`config.mk`:
```
export PLATFORM = sky130hd
export DESIGN_NAME = crc_checked_word_deframer_flat
export DESIGN_NICKNAME = d
export VERILOG_FILES = /design/src/rtl/core/crcwd_pkg.sv /design/src/rtl/core/crcwd_if.sv /design/src/rtl/core/crcwd_in_stage.sv /design/src/rtl/core/crcwd_framer.sv /design/src/rtl/core/crc_checked_word_deframer.sv /design/src/flat_wrapper.sv
export SDC_FILE = /design/constraint.sdc
export NUM_CORES = 1
export LEC_CHECK = 0
export BUFFER_PORTS_ARGS = -buffer_cell sky130_fd_sc_hd__clkbuf_2
export CORE_MARGIN = 8
export CORE_UTILIZATION = 56
export CTS_CLUSTER_DIAMETER = 150
export DETAILED_ROUTE_END_ITERATION = 16
export GPL_ROUTABILITY_DRIVEN = 0
export GPL_TIMING_DRIVEN = 0
export HOLD_SLACK_MARGIN = 0.15
export PLACE_DENSITY = 0.88
export SLEW_MARGIN = 20
export SYNTH_ARGS = -nofsm -noshare
export SYNTH_HDL_FRONTEND = slang
export SYNTH_HIERARCHICAL = 1
export SYNTH_SLANG_ARGS = --single-unit
```
`constraint.sdc`:
```
create_clock -name clk -period 4 [get_ports clk]
set_clock_uncertainty 0.1 [all_clocks]
set_input_delay 0.6 -clock clk [delete_from_list [all_inputs] [get_ports clk]]
set_output_delay 0.6 -clock clk [all_outputs]
set_load 0.02 [all_outputs]
```
`src/rtl/core/crcwd_pkg.sv`:
```
// Shared types, constants and the CRC-8 byte update for the CRC-checked word deframer.
// No dependencies; compiled first.
`timescale 1ns / 1ps
`default_nettype none

package crcwd_pkg;

  localparam int MAX_WORDS_DEF = 32;

  localparam int BYTE_W  = 8;
  localparam int WORD_W  = 16;
  localparam int INDEX_W = 5;
  localparam int WPR_W   = 6;

  localparam logic [WPR_W-1:0]  WPR_RESET = 6'd1;
  localparam logic [BYTE_W-1:0] CRC_INIT  = 8'hFF;
  localparam logic [BYTE_W-1:0] CRC_POLY  = 8'h31;
  localparam logic [BYTE_W-1:0] CRC_TOP   = 8'h80;

  typedef enum logic [2:0] {
    PH_MSB = 3'b001,
    PH_LSB = 3'b010,
    PH_CRC = 3'b100
  } phase_t;

  typedef struct packed {
    logic              valid;
    logic [BYTE_W-1:0] data;
  } byte_stage_t;

  // CRC-8, MSB first, no reflection, no final XOR
  function automatic logic [BYTE_W-1:0] crc8_byte(input logic [BYTE_W-1:0] crc_in,
                                                  input logic [BYTE_W-1:0] b);
    logic [BYTE_W-1:0] c;
    c = crc_in ^ b;
    for (int i = 0; i < BYTE_W; i++) begin
      if ((c & CRC_TOP) != '0) begin
        c = (c << 1) ^ CRC_POLY;
      end else begin
        c = c << 1;
      end
    end
    return c;
  endfunction

endpackage

`default_nettype wire

```
`src/rtl/core/crcwd_if.sv`:
```
// Valid/ready channel interfaces: received bytes in, checked words out.
// Depends on crcwd_pkg.
`timescale 1ns / 1ps
`default_nettype none

interface crcwd_byte_if;
  logic                         valid;
  logic                         ready;
  logic [crcwd_pkg::BYTE_W-1:0] rx_byte;

  modport source (output valid, output rx_byte, input ready);
  modport sink   (input valid, input rx_byte, output ready);
  modport mon    (input valid, input rx_byte, input ready);
endinterface

interface crcwd_word_if;
  logic                          valid;
  logic                          ready;
  logic [crcwd_pkg::WORD_W-1:0]  word_value;
  logic [crcwd_pkg::INDEX_W-1:0] word_index;
  logic                          status;
  logic                          last;

  modport source (output valid, output word_value, output word_index, output status,
                  output last, input ready);
  modport sink   (input valid, input word_value, input word_index, input status,
                  input last, output ready);
  modport mon    (input valid, input word_value, input word_index, input status,
                  input last, input ready);
endinterface

`default_nettype wire

```
`src/rtl/core/crcwd_in_stage.sv`:
```
// Input register for received bytes; frees itself when the framer takes the byte.
// Depends on crcwd_pkg and crcwd_if.
`timescale 1ns / 1ps
`default_nettype none

module crcwd_in_stage (
  input  wire logic                   clk,
  input  wire logic                   rst,
  crcwd_byte_if.sink                  rx,
  input  wire logic                   take,
  output crcwd_pkg::byte_stage_t      stage
);

  logic                         s_valid;
  logic [crcwd_pkg::BYTE_W-1:0] s_data;

  assign rx.ready = !rst && (!s_valid || take);
  assign stage    = '{valid: s_valid, data: s_data};

  always_ff @(posedge clk) begin
    if (rst) begin
      s_valid <= 1'b0;
    end else if (rx.valid && rx.ready) begin
      s_valid <= 1'b1;
    end else if (take) begin
      s_valid <= 1'b0;
    end
  end

  always_ff @(posedge clk) begin
    if (rx.valid && rx.ready) begin
      s_data <= rx.rx_byte;
    end
  end

endmodule

`default_nettype wire

```
`src/rtl/core/crcwd_framer.sv`:
```
// Word framing, CRC-8 check, transaction counting and the result register.
// Depends on crcwd_pkg and crcwd_if.
`timescale 1ns / 1ps
`default_nettype none

module crcwd_framer #(
  parameter int MAX_WORDS = crcwd_pkg::MAX_WORDS_DEF
) (
  input  wire logic                        clk,
  input  wire logic                        rst,
  input  wire logic                        cfg_we,
  input  wire logic [crcwd_pkg::WPR_W-1:0] cfg_wdata,
  input  wire crcwd_pkg::byte_stage_t      stage,
  output logic                             take,
  crcwd_word_if.source                     result
);

  localparam int CNT_W  = (MAX_WORDS > 1) ? $clog2(MAX_WORDS) : 1;
  localparam int LIM_W  = $clog2(MAX_WORDS + 1);
  localparam int CMP_W  = ((LIM_W > crcwd_pkg::WPR_W) ? LIM_W : crcwd_pkg::WPR_W) + 1;
  localparam int IDX_W  = crcwd_pkg::INDEX_W;
  localparam int BYTE_W = crcwd_pkg::BYTE_W;

  logic [crcwd_pkg::WPR_W-1:0] words_per_read;
  crcwd_pkg::phase_t           phase;
  logic [CNT_W-1:0]            word_count;
  logic [BYTE_W-1:0]           high_byte;
  logic [BYTE_W-1:0]           low_byte;
  logic [BYTE_W-1:0]           crc_running;
  logic                        discarding;

  logic                        out_valid;
  logic [crcwd_pkg::WORD_W-1:0] out_word;
  logic [IDX_W-1:0]            out_index;
  logic                        out_status;
  logic                        out_last;

  logic [CMP_W-1:0]  wpr_ext;
  logic [CMP_W-1:0]  n_lim;
  logic              final_word;
  logic              bad;
  logic              emit;
  logic [BYTE_W-1:0] crc_next;

  assign take = stage.valid && (!out_valid || result.ready);

  // zero acts as one, oversize clamps to MAX_WORDS
  assign wpr_ext = CMP_W'(words_per_read);
  always_comb begin
    if (wpr_ext == '0) begin
      n_lim = CMP_W'(1);
    end else if (wpr_ext > CMP_W'(MAX_WORDS)) begin
      n_lim = CMP_W'(MAX_WORDS);
    end else begin
      n_lim = wpr_ext;
    end
  end

  assign final_word = (CMP_W'(word_count) + CMP_W'(1)) >= n_lim;
  assign bad        = crc_running != stage.data;
  assign crc_next   = crcwd_pkg::crc8_byte(
                        (phase == crcwd_pkg::PH_MSB) ? crcwd_pkg::CRC_INIT : crc_running,
                        stage.data);
  assign emit       = take && (phase == crcwd_pkg::PH_CRC) && !discarding;

  always_ff @(posedge clk) begin
    if (rst) begin
      words_per_read <= crcwd_pkg::WPR_RESET;
      phase          <= crcwd_pkg::PH_MSB;
      word_count     <= '0;
      discarding     <= 1'b0;
    end else if (cfg_we) begin
      words_per_read <= cfg_wdata;
      phase          <= crcwd_pkg::PH_MSB;
      word_count     <= '0;
      discarding     <= 1'b0;
    end else if (take) begin
      unique case (phase)
        crcwd_pkg::PH_MSB: begin
          high_byte   <= stage.data;
          crc_running <= crc_next;
          phase       <= crcwd_pkg::PH_LSB;
        end
        crcwd_pkg::PH_LSB: begin
          low_byte    <= stage.data;
          crc_running <= crc_next;
          phase       <= crcwd_pkg::PH_CRC;
        end
        crcwd_pkg::PH_CRC: begin
          phase <= crcwd_pkg::PH_MSB;
          if (final_word) begin
            word_count <= '0;
            discarding <= 1'b0;
          end else begin
            word_count <= word_count + CNT_W'(1);
            if (!discarding && bad) begin
              discarding <= 1'b1;
            end
          end
        end
        default: begin
          phase <= crcwd_pkg::PH_MSB;
        end
      endcase
    end
  end

  // result register
  always_ff @(posedge clk) begin
    if (rst) begin
      out_valid <= 1'b0;
    end else if (emit) begin
      out_valid <= 1'b1;
    end else if (result.ready) begin
      out_valid <= 1'b0;
    end
  end

  always_ff @(posedge clk) begin
    if (emit) begin
      out_word   <= {high_byte, low_byte};
      out_index  <= IDX_W'(word_count);
      out_status <= bad;
      out_last   <= bad || final_word;
    end
  end

  assign result.valid      = out_valid;
  assign result.word_value = out_word;
  assign result.word_index = out_index;
  assign result.status     = out_status;
  assign result.last       = out_last;

endmodule

`default_nettype wire

```
`src/rtl/core/crc_checked_word_deframer.sv`:
```
// Top level of the CRC-checked word deframer: input register and framer.
// Depends on crcwd_pkg, crcwd_if, crcwd_in_stage and crcwd_framer.
//
// Takes the bytes of a sensor read, one per transfer, in wire order MSB, LSB, CRC.
// Each third byte yields one result: the 16-bit word, its index in the transaction,
// a status (0 ok, 1 CRC-8 mismatch; poly 0x31, init 0xFF) and a last flag. After
// words_per_read words (0 acts as 1, values above MAX_WORDS clamp) the count wraps.
// A mismatch is flagged last and the rest of that transaction's bytes are dropped.
// A write to words_per_read restarts the transaction; write it only while idle.
// Rate: one byte per cycle while the result is not stalled. A byte is registered on entry
// and then processed by the framer, which loads the result register on the CRC byte;
// the result register lets a new byte enter while a word waits.
`timescale 1ns / 1ps
`default_nettype none

module crc_checked_word_deframer #(
  parameter int MAX_WORDS = crcwd_pkg::MAX_WORDS_DEF
) (
  input  wire logic                        clk,
  input  wire logic                        rst,
  input  wire logic                        cfg_we,
  input  wire logic [crcwd_pkg::WPR_W-1:0] cfg_wdata,
  crcwd_byte_if.sink                       rx,
  crcwd_word_if.source                     result
);

  crcwd_pkg::byte_stage_t stage;
  logic                   take;

  crcwd_in_stage u_in_stage (
    .clk   (clk),
    .rst   (rst),
    .rx    (rx),
    .take  (take),
    .stage (stage)
  );

  crcwd_framer #(
    .MAX_WORDS (MAX_WORDS)
  ) u_framer (
    .clk       (clk),
    .rst       (rst),
    .cfg_we    (cfg_we),
    .cfg_wdata (cfg_wdata),
    .stage     (stage),
    .take      (take),
    .result    (result)
  );

endmodule

`default_nettype wire

```
`src/flat_wrapper.sv`:
```
// flat-port wrapper written by rule: the top's interface ports become plain ports
module crc_checked_word_deframer_flat 
#(
  parameter int MAX_WORDS = crcwd_pkg::MAX_WORDS_DEF
)
  (clk, rst, cfg_we, cfg_wdata, rx_valid, rx_rx_byte, rx_ready, result_valid, result_word_value, result_word_index, result_status, result_last, result_ready);
  crcwd_byte_if rx_i ();
  crcwd_word_if result_i ();
  input  wire logic clk;
  input  wire logic rst;
  input  wire logic cfg_we;
  input  wire logic [crcwd_pkg::WPR_W-1:0] cfg_wdata;
  input wire logic [$bits(rx_i.valid)-1:0] rx_valid;
  input wire logic [$bits(rx_i.rx_byte)-1:0] rx_rx_byte;
  output wire logic [$bits(rx_i.ready)-1:0] rx_ready;
  output wire logic [$bits(result_i.valid)-1:0] result_valid;
  output wire logic [$bits(result_i.word_value)-1:0] result_word_value;
  output wire logic [$bits(result_i.word_index)-1:0] result_word_index;
  output wire logic [$bits(result_i.status)-1:0] result_status;
  output wire logic [$bits(result_i.last)-1:0] result_last;
  input wire logic [$bits(result_i.ready)-1:0] result_ready;
  assign rx_i.valid = rx_valid;
  assign rx_i.rx_byte = rx_rx_byte;
  assign rx_ready = rx_i.ready;
  assign result_valid = result_i.valid;
  assign result_word_value = result_i.word_value;
  assign result_word_index = result_i.word_index;
  assign result_status = result_i.status;
  assign result_last = result_i.last;
  assign result_i.ready = result_ready;
  crc_checked_word_deframer #(.MAX_WORDS(MAX_WORDS)) u_core (.clk(clk), .rst(rst), .cfg_we(cfg_we), .cfg_wdata(cfg_wdata), .rx(rx_i), .result(result_i));
endmodule
```
Word-level counts from Yosys, hierarchy flattened. Index checks and enable logic that the tools add are counted.

Add/sub/neg operators: 2. $lt $le $gt $ge: 2. Equal/unequal tests: 4. Muxes and demuxes: 19. Bitwise operators: 11. Reduce and logical (&&, ||, !) cells: 24.

Operators with widths (number): 6-bit 2-to-1 mux (9); 3-bit NOT (8); 4-bit AND reduction (3); 8-bit 2-to-1 mux (1); 8-bit != test (1); 8-bit bitwise XOR (1); 6-bit by 7-bit >= comparator with 1-bit output (1); 7-bit logical NOT (1); 7-bit 2-to-1 mux (1); 5-bit by 1-bit adder with 6-bit output (second input constant) (1); 6-bit greater-than comparator (second input constant) (1); 1-bit logical AND (6); 1-bit 2-to-1 mux (6); 3-bit one-hot mux with 2 select lines (1); 2-bit nonzero test (3); 5-bit by 1-bit adder with 5-bit output (second input constant) (1); 5-bit 2-to-1 mux (1); 1-bit logical NOT (4); 2-bit OR reduction (2); 3-bit by 1-bit == test with 1-bit output (second input constant) (1); 3-bit by 2-bit == test with 1-bit output (second input constant) (1); 3-bit == test (second input constant) (1); 1-bit logical OR (3); 3-bit AND reduction (1); 2 further kinds (3).

Bits in registers: 72. Output and inout bits: 25. Word-level logic and storage cells: 77.

Longest topological paths before layout. Gate-level depths: netlist of the first run.

Depth after elaboration: 19. Gate-level depth with buffers: 9.

By module. The synthesis of the first run kept the hierarchy.

By module, submodules not included: crcwd_framer (times used 1, cells an instance 214, area an instance 2777.7 µm², seq. area each 1731.7 µm²); crcwd_in_stage (times used 1, cells an instance 14, area an instance 307.8 µm², seq. area each 260.2 µm²).

Worst setup path before layout of the first run. Ideal clock, no wire load.

Kind: input to register. Start: input cfg_we. End: register u_core.u_framer.crc_running[0], enable pin. Setup time: 419 ps. Arrival time: 2566 ps. Data required time: 3481 ps. Slack: 915 ps. Cell stages on the path: 3. Path buffers: 1. Path through: buf_2 -> or2_2 -> a2111oi_0.

Word-level cells in the longest chain between the ends: 2.

Ends and longest elaborated chain: start: declaration (line flat_wrapper.sv:11) `input wire logic cfg_we;`; 1-bit NOT (no line); 4-bit AND reduction (no line); end signal: assignment (line crcwd_framer.sv:81) `crc_running <= crc_next;`; end signal: assignment (line crcwd_framer.sv:86) `crc_running <= crc_next;`; end: declaration (line crcwd_framer.sv:29) `logic [BYTE_W-1:0] crc_running;`.

Every way passes these cells. A chain may end at the register's enable or synchronous reset.

Worst setup path after layout of the first run.
Start: input result_ready. End: output rx_ready.

Word-level cells in the longest chain between the ends: 4.

Ends and longest elaborated chain: start: declaration (line flat_wrapper.sv:21) `input wire logic [$bits(result_i.ready)-1:0] result_ready;`; 1-bit logical OR (line crcwd_framer.sv:45) `assign take = stage.valid && (!out_valid || result.ready);`; 1-bit logical AND (line crcwd_framer.sv:45); via u_core.take (line crc_checked_word_deframer.sv:28) `logic take;`; 1-bit logical OR (line crcwd_in_stage.sv:17) `assign rx.ready = !rst && (!s_valid || take);`; 1-bit logical AND (line crcwd_in_stage.sv:17); end: declaration (line flat_wrapper.sv:15) `output wire logic [$bits(rx_i.ready)-1:0] rx_ready;`.

The timed path passes the listed nets, and every way through them passes these cells.

==> summary.txt, run 1 <==
Yosys
  – Netlist Area Pre-Place: 0.00309 mm^2
  – Count leader, synth: edfxtp_1
  – Top cells by count, synth: edfxtp_1, nor2_1, xnor2_1
  – Netlist cell types: 39
  – Synthesized area per cell: 13.5 um^2
  – Number of synthesized flops with an enable pin: 55
  – Yosys top cell area share: 53.5%
  – Area contributors post-synth: edfxtp_1, dfxtp_1, xnor2_1
  – Ys async rst share: 0%
  – Syn. warnings: 6
  – Syn Nets: 254
  – Synth Register Bits: 72
  – Most used DFF post-synth: edfxtp_1
  – Post-synth top area cell: edfxtp_1
  – Seq/Total Area, Yosys: 64.6%
  – Post-Syn Instances: 228

Critical path
  – WS Path Type: in -> out
  – Crit. End Element: output port
  – Crit path launch type: input pin
  – Crit-path max FO: 9
  – R2r setup slk: 1700 ps
  – Worst R2R End: u_core/u_framer/result.last
  – Critical Path RT: 3300 ps
  – Critical path arrival: 1640 ps
  – R2r worst-path depth: 8
  – R2R Path Start: u_core/u_framer/words_per_read[1]

Timing
  – Max Slew Vio Count: 0
  – Tmin final: 2340 ps
  – Final worst setup slack: 1660 ps
  – Fin. Hold Viols: 0
  – Fin crit share: 58.6%
  – Worst-margin pin slew: 997 ps
  – Slew headroom: 33.0%
  – Max Fclk: 0.427 GHz
  – Setup TNS: 0 ps
  – RSZ-0062 raised after global routing: false
  – Hold Slack: 320 ps
  – Final setup fails: 0

Floorplanning
  – Die Wd: 90.2 um
  – FP Rows: 27
  – Die area: 0.00814 mm^2
  – Starting density of the core: 57.1%
  – Core Area: 0.00541 mm^2
  – Die H: 90.2 um
  – I/O pins: 44

Worst hold path
  – Hold Path Stages: 0
  – Min-Delay Startpoint: u_core/u_framer/low_byte[5]
  – Worst hold path type: reg -> reg
  – Hold EP: u_core/u_framer/result.word_value[5]

Place
  – Placed insts: 344
  – I/O Buffers: 42
  – Placed wire-length estimate: 3810 um
  – Placement Setup Slack: 1400 ps

Clock network
  – Number of post-CTS setup repair buffers: 0
  – Clock tree buffer depth: 2
  – CTS tree: yes
  – Depth of the CTS H-tree: 3
  – # clock sinks: 72
  – Total CTS buffers: 9
  – Worst skew pair latency: 340 ps
  – Cts repair resizes: 0
  – Post-CTS Hold Buffers: 0
  – CTS Root Cell: clkbuf_8
  – Clk slew on worst S/H paths: 70 ps

Finish
  – Diode count: 0
  – Final std cells w/o fill: 360
  – Layout Nets: 309
  – Share of cells above drive strength 1: 26.0%
  – Fillers: 392
  – Synth-to-layout area growth: 16.5%

Routing
  – WL/cell: 14.3 um
  – Starting DRT DRC Count: 137
  – DR vias/cell: 5.08
  – Drt drc: 0
  – Detail Route Antenna Nets: 0
  – First-pass detailed-route iteration total: 4
  – Routed wire length: 5150 um
  – Vias: 1,829

GRT
  – All-Layer GR Usage: 13.3%
  – Pin count of the biggest net entering global routing: 18
  – Total global routing overflow: 0
  – First-pass GRT wire length: 8660 um
  – Initial antenna violation count: 0
  – Vias in the first global route: 1,895

Pwr
  – VDD IR max: 0.213 mV
  – PwrDens: 397 mW/mm^2
  – P_leak: 0.00133 uW

Run status
  – Status: finished clean

Flow run
  – Max cap viols: 0
-- worst max-delay path by stage --
stage | from | end | slack (ps)
after detailed placement | rst | u_core/u_framer/low_byte[1] | 1400
after CTS | result_ready | rx_ready | 1660
after global routing | u_core/u_framer/words_per_read[1] | u_core/u_framer/result.last | 1550
after floorplan | cfg_we | u_core/u_framer/crc_running[0] | 910
after global placement | rst | u_core/u_framer/crc_running[0] | 130
final | result_ready | rx_ready | 1660
-- registers in the layout, indices dropped and copies added, names as in the netlist, 3 cells and up --
register                           count
u_core/u_framer/crc_running            8
u_core/u_framer/high_byte              8
u_core/u_framer/low_byte               8
u_core/u_framer/phase                  3
u_core/u_framer/result.word_index      5
u_core/u_framer/result.word_value     16
u_core/u_framer/word_count             5
u_core/u_framer/words_per_read         6
u_core/u_in_stage/s_data               8
-- where the power goes --
| part | switching [uW] | internal, uW | leakage (uW) | total, uW |
|---|---|---|---|---|
| logic | 57.4 | 50.8 | 0.000610 | 108 |
| registers | 15.2 | 819 | 0.000639 | 834 |
| clock network | 242 | 240 | 0.0000773 | 483 |
-- metrics by stage --
step / power (uW) / utilization (%) / area [um^2]
floorplan: 929 / - / 3090
global placement: 951 / 62.6 / 3390
detailed placement: 958 / 63.4 / 3430
CTS: 1440 / 66.5 / 3590
global route: 1480 / 66.5 / 3590
finish: 1430 / 66.5 / 3590
-- cells in the final DEF (no fill, tap or decap), drive strengths merged --
cell	Yosys	final
o21ai	3	3
a2111oi	1	1
clkinv	0	1
o21a	2	2
nor3	3	3
clkinvlp	0	2
buf	4	6
nand2	14	14
xnor2	24	24
mux2i	5	5
edfxtp	55	55
inv	2	2
o211ai	2	2
a21oi	11	11
xor2	21	21
a211oi	1	1
nor2	29	29
dfxtp	17	17
nor4	5	5
nand4	1	1
nand3	2	2
and2	1	1
nor2b	3	3
clkbuf	1	56
nand2b	5	5
o22ai	2	2
o2111ai	1	1
or2	1	1
ha	7	7
o21ba	1	1
a211o	2	2
nor3b	2	2
-- area by class of cell --
cell class | instances | area, um^2 | area share, %
sequential | 72 | 1990 | 55.4
multi-input combinational | 149 | 1080 | 30.1
timing repair buffer | 44 | 229 | 6.37
clock buffer | 13 | 149 | 4.14
tap | 72 | 90.1 | 2.51
buffer | 5 | 26.3 | 0.731
clock inverter | 3 | 18.8 | 0.522
inverter | 2 | 7.51 | 0.209
-- cells by family after synthesis --
logic type               count (synthesis)  share of synthesized area, %
flip-flops                              72                          64.6
AND/OR/NAND/NOR                         66                          10.7
XOR/XNOR                                45                          13.5
AO/OA/AOI/OAI                           26                          5.72
buffers and inverters                    7                          1.09
adder cells (fa/ha/maj)                  7                          2.84
multiplexers                             5                          1.62
-- routing by layer --
layer / wire length [um] / part of all wire, % / GRT usage [%] / vias to the layer above
li1: - / - / - / 919
met3: 350 / 6.8 / 4.66 / 7
met5: 0 / 0 / 0 / -
met1: 2200 / 43 / 14.9 / 846
met4: 76 / 1.5 / 8.04 / 0
met2: 2530 / 49 / 21.3 / 57
-- critical path: stages --
cell and delay [ps]:
clkbuf_2 70, nand2b_1 170, nand2_1 290, inv_1 150
nor2b_4 160, nor2_1 50, clkbuf_2 150
Power figures use the tool's default switching activity.
==> run 2: changes to the inputs <==
==> constraint.sdc (replaced) <==
create_clock -name clk -period 2.23 [get_ports clk]
set_clock_uncertainty 0.1 [all_clocks]
set_input_delay 0.3345 -clock clk [delete_from_list [all_inputs] [get_ports clk]]
set_output_delay 0.3345 -clock clk [all_outputs]
set_load 0.02 [all_outputs]
==> run 2 against run 1 <==
  * Global-route usage grew 0.37 points
  * Worst hold slack got worse by 120 ps
  * Via count up 4.5%
  * Worst setup slack got worse by 1600 ps
  * Design area grew 6.2%
==> summary.txt, run 2 (synthesis gave the netlist of run 1 again) <==
Critical path
  – WS Path Type: reg -> reg
  – Critical Path RT: 2170 ps
  – Crit. End Element: flip-flop
  – Critical path arrival: 2130 ps
  – Crit path launch type: flip-flop
  – Crit-path max FO: 4

Place
  – Placed Area: 0.00341 mm^2
  – Placement Setup Slack: -301 ps
  – Placed insts: 342
  – Placed wire-length estimate: 3700 um
  – I/O Buffers: 42

Routing
  – Vias: 1,912
  – WL/cell: 14.1 um
  – Drt drc: 0
  – Detail Route Antenna Nets: 0
  – DR vias/cell: 5.10
  – First-pass detailed-route iteration total: 4
  – Starting DRT DRC Count: 124
  – Routed wire length: 5290 um

Finish
  – Commonest cells after routing, fill and taps aside: edfxtp_1, clkbuf_2, nor2_1
  – Diode count: 0
  – Final std cells w/o fill: 375
  – Fin area: 0.00382 mm^2
  – Synth-to-layout area growth: 23.7%
  – Share of cells above drive strength 1: 26.7%
  – Largest register FFs: 16
  – Layout Nets: 324
  – Most common cell after layout, fill and taps aside: edfxtp_1
  – Fin util: 70.6%

Timing
  – Slew headroom: 39.0%
  – Worst-margin pin slew: 907 ps
  – Fin crit share: 98.2%
  – Final worst setup slack: 39.6 ps
  – Fin. Hold Viols: 0
  – Max Fclk: 0.457 GHz
  – Final setup fails: 0
  – RSZ-0062 raised after global routing: true
  – Max Slew Vio Count: 0
  – Setup TNS: 0 ps
  – Tmin final: 2190 ps

Pwr
  – PwrDens: 723 mW/mm^2
  – VDD IR max: 0.437 mV
  – P_leak: 0.00143 uW

Clock network
  – CTS Root Cell: clkbuf_8
  – Clock tree buffer depth: 2
  – # clock sinks: 72
  – Clk slew on worst S/H paths: 70 ps
  – Worst skew pair latency: 340 ps
  – CTS tree: yes
  – Depth of the CTS H-tree: 3
  – Total CTS buffers: 9

GRT
  – Vias in the first global route: 1,926
  – Pin count of the biggest net entering global routing: 24
  – Total global routing overflow: 0
  – Initial antenna violation count: 0
  – All-Layer GR Usage: 13.6%
  – First-pass GRT wire length: 8890 um

Floorplanning
  – Die area: 0.00814 mm^2
  – Core Area: 0.00541 mm^2
  – Starting density of the core: 57.1%
  – I/O pins: 44
  – Die Wd: 90.2 um
  – FP Rows: 27
  – Die H: 90.2 um

Run status
  – Status: finished clean

Flow run
  – Max cap viols: 0

Worst hold path
  – Worst hold path type: in -> reg
[run 2: per-layer routing]
| layer | GRT usage, % | vias to the layer above | routed length [um] |
|---|---|---|---|
| met1 | 15.5 | 893 | 2240 |
| met5 | 0 | - | 0 |
| met3 | 5.74 | 9 | 354 |
| li1 | - | 949 | - |
| met4 | 7.07 | 0 | 95 |
| met2 | 21.4 | 61 | 2600 |
[run 2: final timing paths]
path                            slack [ps]  depth (start not counted)                                     to                              start
worst min-delay path                   200                          2              u_core/u_in_stage/s_valid                                rst
worst max register to register          40                          8            u_core/u_framer/result.last  u_core/u_framer/words_per_read[2]
worst max-delay path                    40                          8            u_core/u_framer/result.last  u_core/u_framer/words_per_read[2]
worst min register to register         320                          0  u_core/u_framer/result.word_value[13]       u_core/u_framer/high_byte[5]
[run 2: report_power, final]
part	leakage (uW)	total [uW]	switching (uW)	internal, uW
clock	0.000107	1040	454	582
sequential	0.000639	1500	27.8	1470
combinational	0.000682	226	110	116
total	0.00143	2760	592	2170
[run 2: per-stage QoR]
stage | total power, uW | hold slack [ps]
6_report | 2760 | 204
5_1_grt | 2870 | 203
4_1_cts | 2780 | 191
3_5_place_dp | 1720 | 305
3_3_place_gp | 1710 | 303
2_1_floorplan | 1670 | 300
[run 2: repair_timing]
action / in CTS / in global routing
setup endpoints to repair: 1 / 38
pin swaps: 1 / 9
setup buffers: 1 / 1
hold endpoints to repair: 15 / 0
gates resized for setup: 0 / 8
hold buffers: 15 / 0
[run 2: final cells by class]
type                       instances  area, um^2
multi-input combinational        149        1110
sequential                        72        1990
buffer                             5        26.3
clock inverter                     4        52.6
clock buffer                      12         155
inverter                           2        7.51
tap                               72        90.1
fill                             376        1590
timing repair buffer              59         379
[run 2: critical path, stage by stage, from the launching register on]
cell and delay, ps:
dfxtp_1 340, nor4_2 240, nor2_1 70, nor2_1 130
ha_1 240, nand2b_4 140, a211o_1 280, a21oi_4 180
o2111ai_1 180
==> run 3: changes to the inputs <==
--- a/config.mk
+++ b/config.mk
@@ -5,6 +5,7 @@
 export SDC_FILE = /design/constraint.sdc
 export NUM_CORES = 1
 export LEC_CHECK = 0
+export ABC_AREA = 1
 export BUFFER_PORTS_ARGS = -buffer_cell sky130_fd_sc_hd__clkbuf_2
 export CORE_MARGIN = 8
 export CORE_UTILIZATION = 56
@@ -14,6 +15,7 @@
 export GPL_TIMING_DRIVEN = 0
 export HOLD_SLACK_MARGIN = 0.15
 export PLACE_DENSITY = 0.88
+export SETUP_SLACK_MARGIN = 0.02
 export SLEW_MARGIN = 20
 export SYNTH_ARGS = -nofsm -noshare
 export SYNTH_HDL_FRONTEND = slang
==> run 3 against run 2 <==
  * Flip-flop and latch count unchanged
  * Routed wire length up 21%
  * Via count up 16%
  * Sequential share of layout area down 0.76 points
  * Maximum frequency about the same
  * Worst hold slack worse by 30 ps
  * Utilization up 0.83 points
  * Critical path type unchanged
==> summary.txt, run 3 <==
Yosys
  – Top cells by count, synth: edfxtp_1, nand2_1, inv_1
  – Seq/Total Area, Yosys: 63.9%
  – Netlist cell types: 30
  – Count leader, synth: edfxtp_1
  – Syn Nets: 299
  – Yosys top cell area share: 53.0%
  – Area contributors post-synth: edfxtp_1, dfxtp_1, nand2_1
  – Most used DFF post-synth: edfxtp_1
  – Netlist Area Pre-Place: 0.00312 mm^2
  – Syn. warnings: 6
  – Synthesized area per cell: 11.4 um^2
  – Number of synthesized flops with an enable pin: 55
  – Post-Syn Instances: 273
  – Synth Register Bits: 72
  – Post-synth top area cell: edfxtp_1
  – Ys async rst share: 0%

Timing
  – Final setup fails: 0
  – Slew headroom: 58.7%
  – Worst-margin pin slew: 618 ps
  – Tmin final: 2190 ps
  – Max Slew Vio Count: 0
  – Final worst setup slack: 38.5 ps
  – Max Fclk: 0.456 GHz
  – Fin crit share: 98.3%
  – Fin. Hold Viols: 0

Critical path
  – WS Path Type: reg -> reg
  – Critical path arrival: 2190 ps
  – Critical Path RT: 2230 ps
  – Crit path launch type: flip-flop
  – Crit-path max FO: 4
  – Crit. End Element: flip-flop

Place
  – Placed insts: 388
  – Placement Setup Slack: -187 ps
  – I/O Buffers: 43
  – Placed wire-length estimate: 4070 um

Pwr
  – PwrDens: 748 mW/mm^2
  – VDD IR max: 0.424 mV
  – P_leak: 0.00160 uW

GRT
  – Total global routing overflow: 0
  – Vias in the first global route: 2,210
  – All-Layer GR Usage: 15.7%
  – Pin count of the biggest net entering global routing: 25
  – Initial antenna violation count: 0
  – First-pass GRT wire length: 10,200 um

Finish
  – Final std cells w/o fill: 420
  – Most common cell after layout, fill and taps aside: edfxtp_1
  – Synth-to-layout area growth: 24.6%
  – Share of cells above drive strength 1: 27.9%
  – Diode count: 0
  – Commonest cells after routing, fill and taps aside: edfxtp_1, nand2_1, clkbuf_2
  – Layout Nets: 369
  – Largest register FFs: 16

Clock network
  – # clock sinks: 72
  – Worst skew pair latency: 350 ps
  – CTS Root Cell: clkbuf_8
  – Clock tree buffer depth: 2
  – Depth of the CTS H-tree: 3
  – Total CTS buffers: 9
  – Clk slew on worst S/H paths: 80 ps
  – CTS tree: yes

Routing
  – First-pass detailed-route iteration total: 5
  – Vias: 2,214
  – Drt drc: 0
  – Detail Route Antenna Nets: 0
  – WL/cell: 15.2 um
  – Starting DRT DRC Count: 158
  – Routed wire length: 6380 um
  – DR vias/cell: 5.27

Floorplanning
  – FP Rows: 27
  – Core Area: 0.00544 mm^2
  – I/O pins: 44
  – Die area: 0.00821 mm^2
  – Die Wd: 90.6 um
  – Starting density of the core: 57.3%
  – Die H: 90.6 um

Run status
  – Status: finished clean

Flow run
  – Max cap viols: 0

Worst hold path
  – Worst hold path type: in -> reg
run 3: path summary, 6_finish.rpt:
path                            startpoint                                    to  slack (ps)  cells after the start
max reg2reg  u_core/u_framer/word_count[1]           u_core/u_framer/result.last          40                      8
min reg2reg    u_core/u_framer/low_byte[4]  u_core/u_framer/result.word_value[4]         320                      0
max          u_core/u_framer/word_count[1]           u_core/u_framer/result.last          40                      8
min                                 cfg_we     u_core/u_framer/words_per_read[0]         170                      2
run 3: logic make-up (layout without fill, tap and decap cells):
kind of cell               Yosys count  count (layout)  synth area share [%]
AOI/OAI and AO/OA                   23              23                  3.97
xor gates and xnor gates            19              19                  6.54
adders and majority gates            7               7                  2.81
buffers and inverters               36             111                  4.46
DFF                                 72              72                  63.9
and+or+nand+nor                    116             116                  18.3
run 3: where the power goes:
| group | internal, uW | switching, uW |
|---|---|---|
| registers | 1470 | 21.8 |
| logic | 116 | 173 |
| clock network | 635 | 490 |
| total | 2220 | 685 |
run 3: final cells by class:
class                      instances  area [um^2]
buffer                             1         7.51
clock buffer                      10          128
clock inverter                     6         93.8
fill                             338         1550
inverter                          35          131
multi-input combinational        165         1060
sequential                        72         2000
tap                               72         90.1
timing repair buffer              59          373
run 3: per-stage QoR:
step	utilization (%)	total power [uW]	instance area, um^2	hold slack, ps	setup TNS (ps)
2_1_floorplan	-	1710	3120	300	0
3_3_place_gp	63.0	1760	3420	302	-2980
3_5_place_dp	63.0	1770	3420	305	-5110
4_1_cts	70.2	2900	3820	151	-45.2
5_1_grt	71.4	3000	3880	208	-42.7
6_report	71.4	2900	3880	174	0
run 3: timing repair:
item | 4_1_cts | 5_1_grt
resized for setup | 7 | 12
hold buffers | 15 | 0
setup endpoints to repair | 37 | 14
hold endpoints to repair | 15 | 0
setup buffers | 0 | 1
pin swaps | 0 | 3
run 3: worst max-delay path, stage by stage, from the launching register on:
cell,delay (ps)
dfxtp_4,380
ha_4,160
nand3_2,100
xor2_2,180
ha_1,310
a21o_1,180
a21oi_2,130
nand3_2,100
or2_2,300
run 3: layer usage:
metal	routed length [um]	vias to the layer above	GRT usage [%]
met1	2540	1025	16.2
met5	0	-	0
met3	490	21	6.40
met4	214	0	11.8
li1	-	1053	-
met2	3130	115	25.0
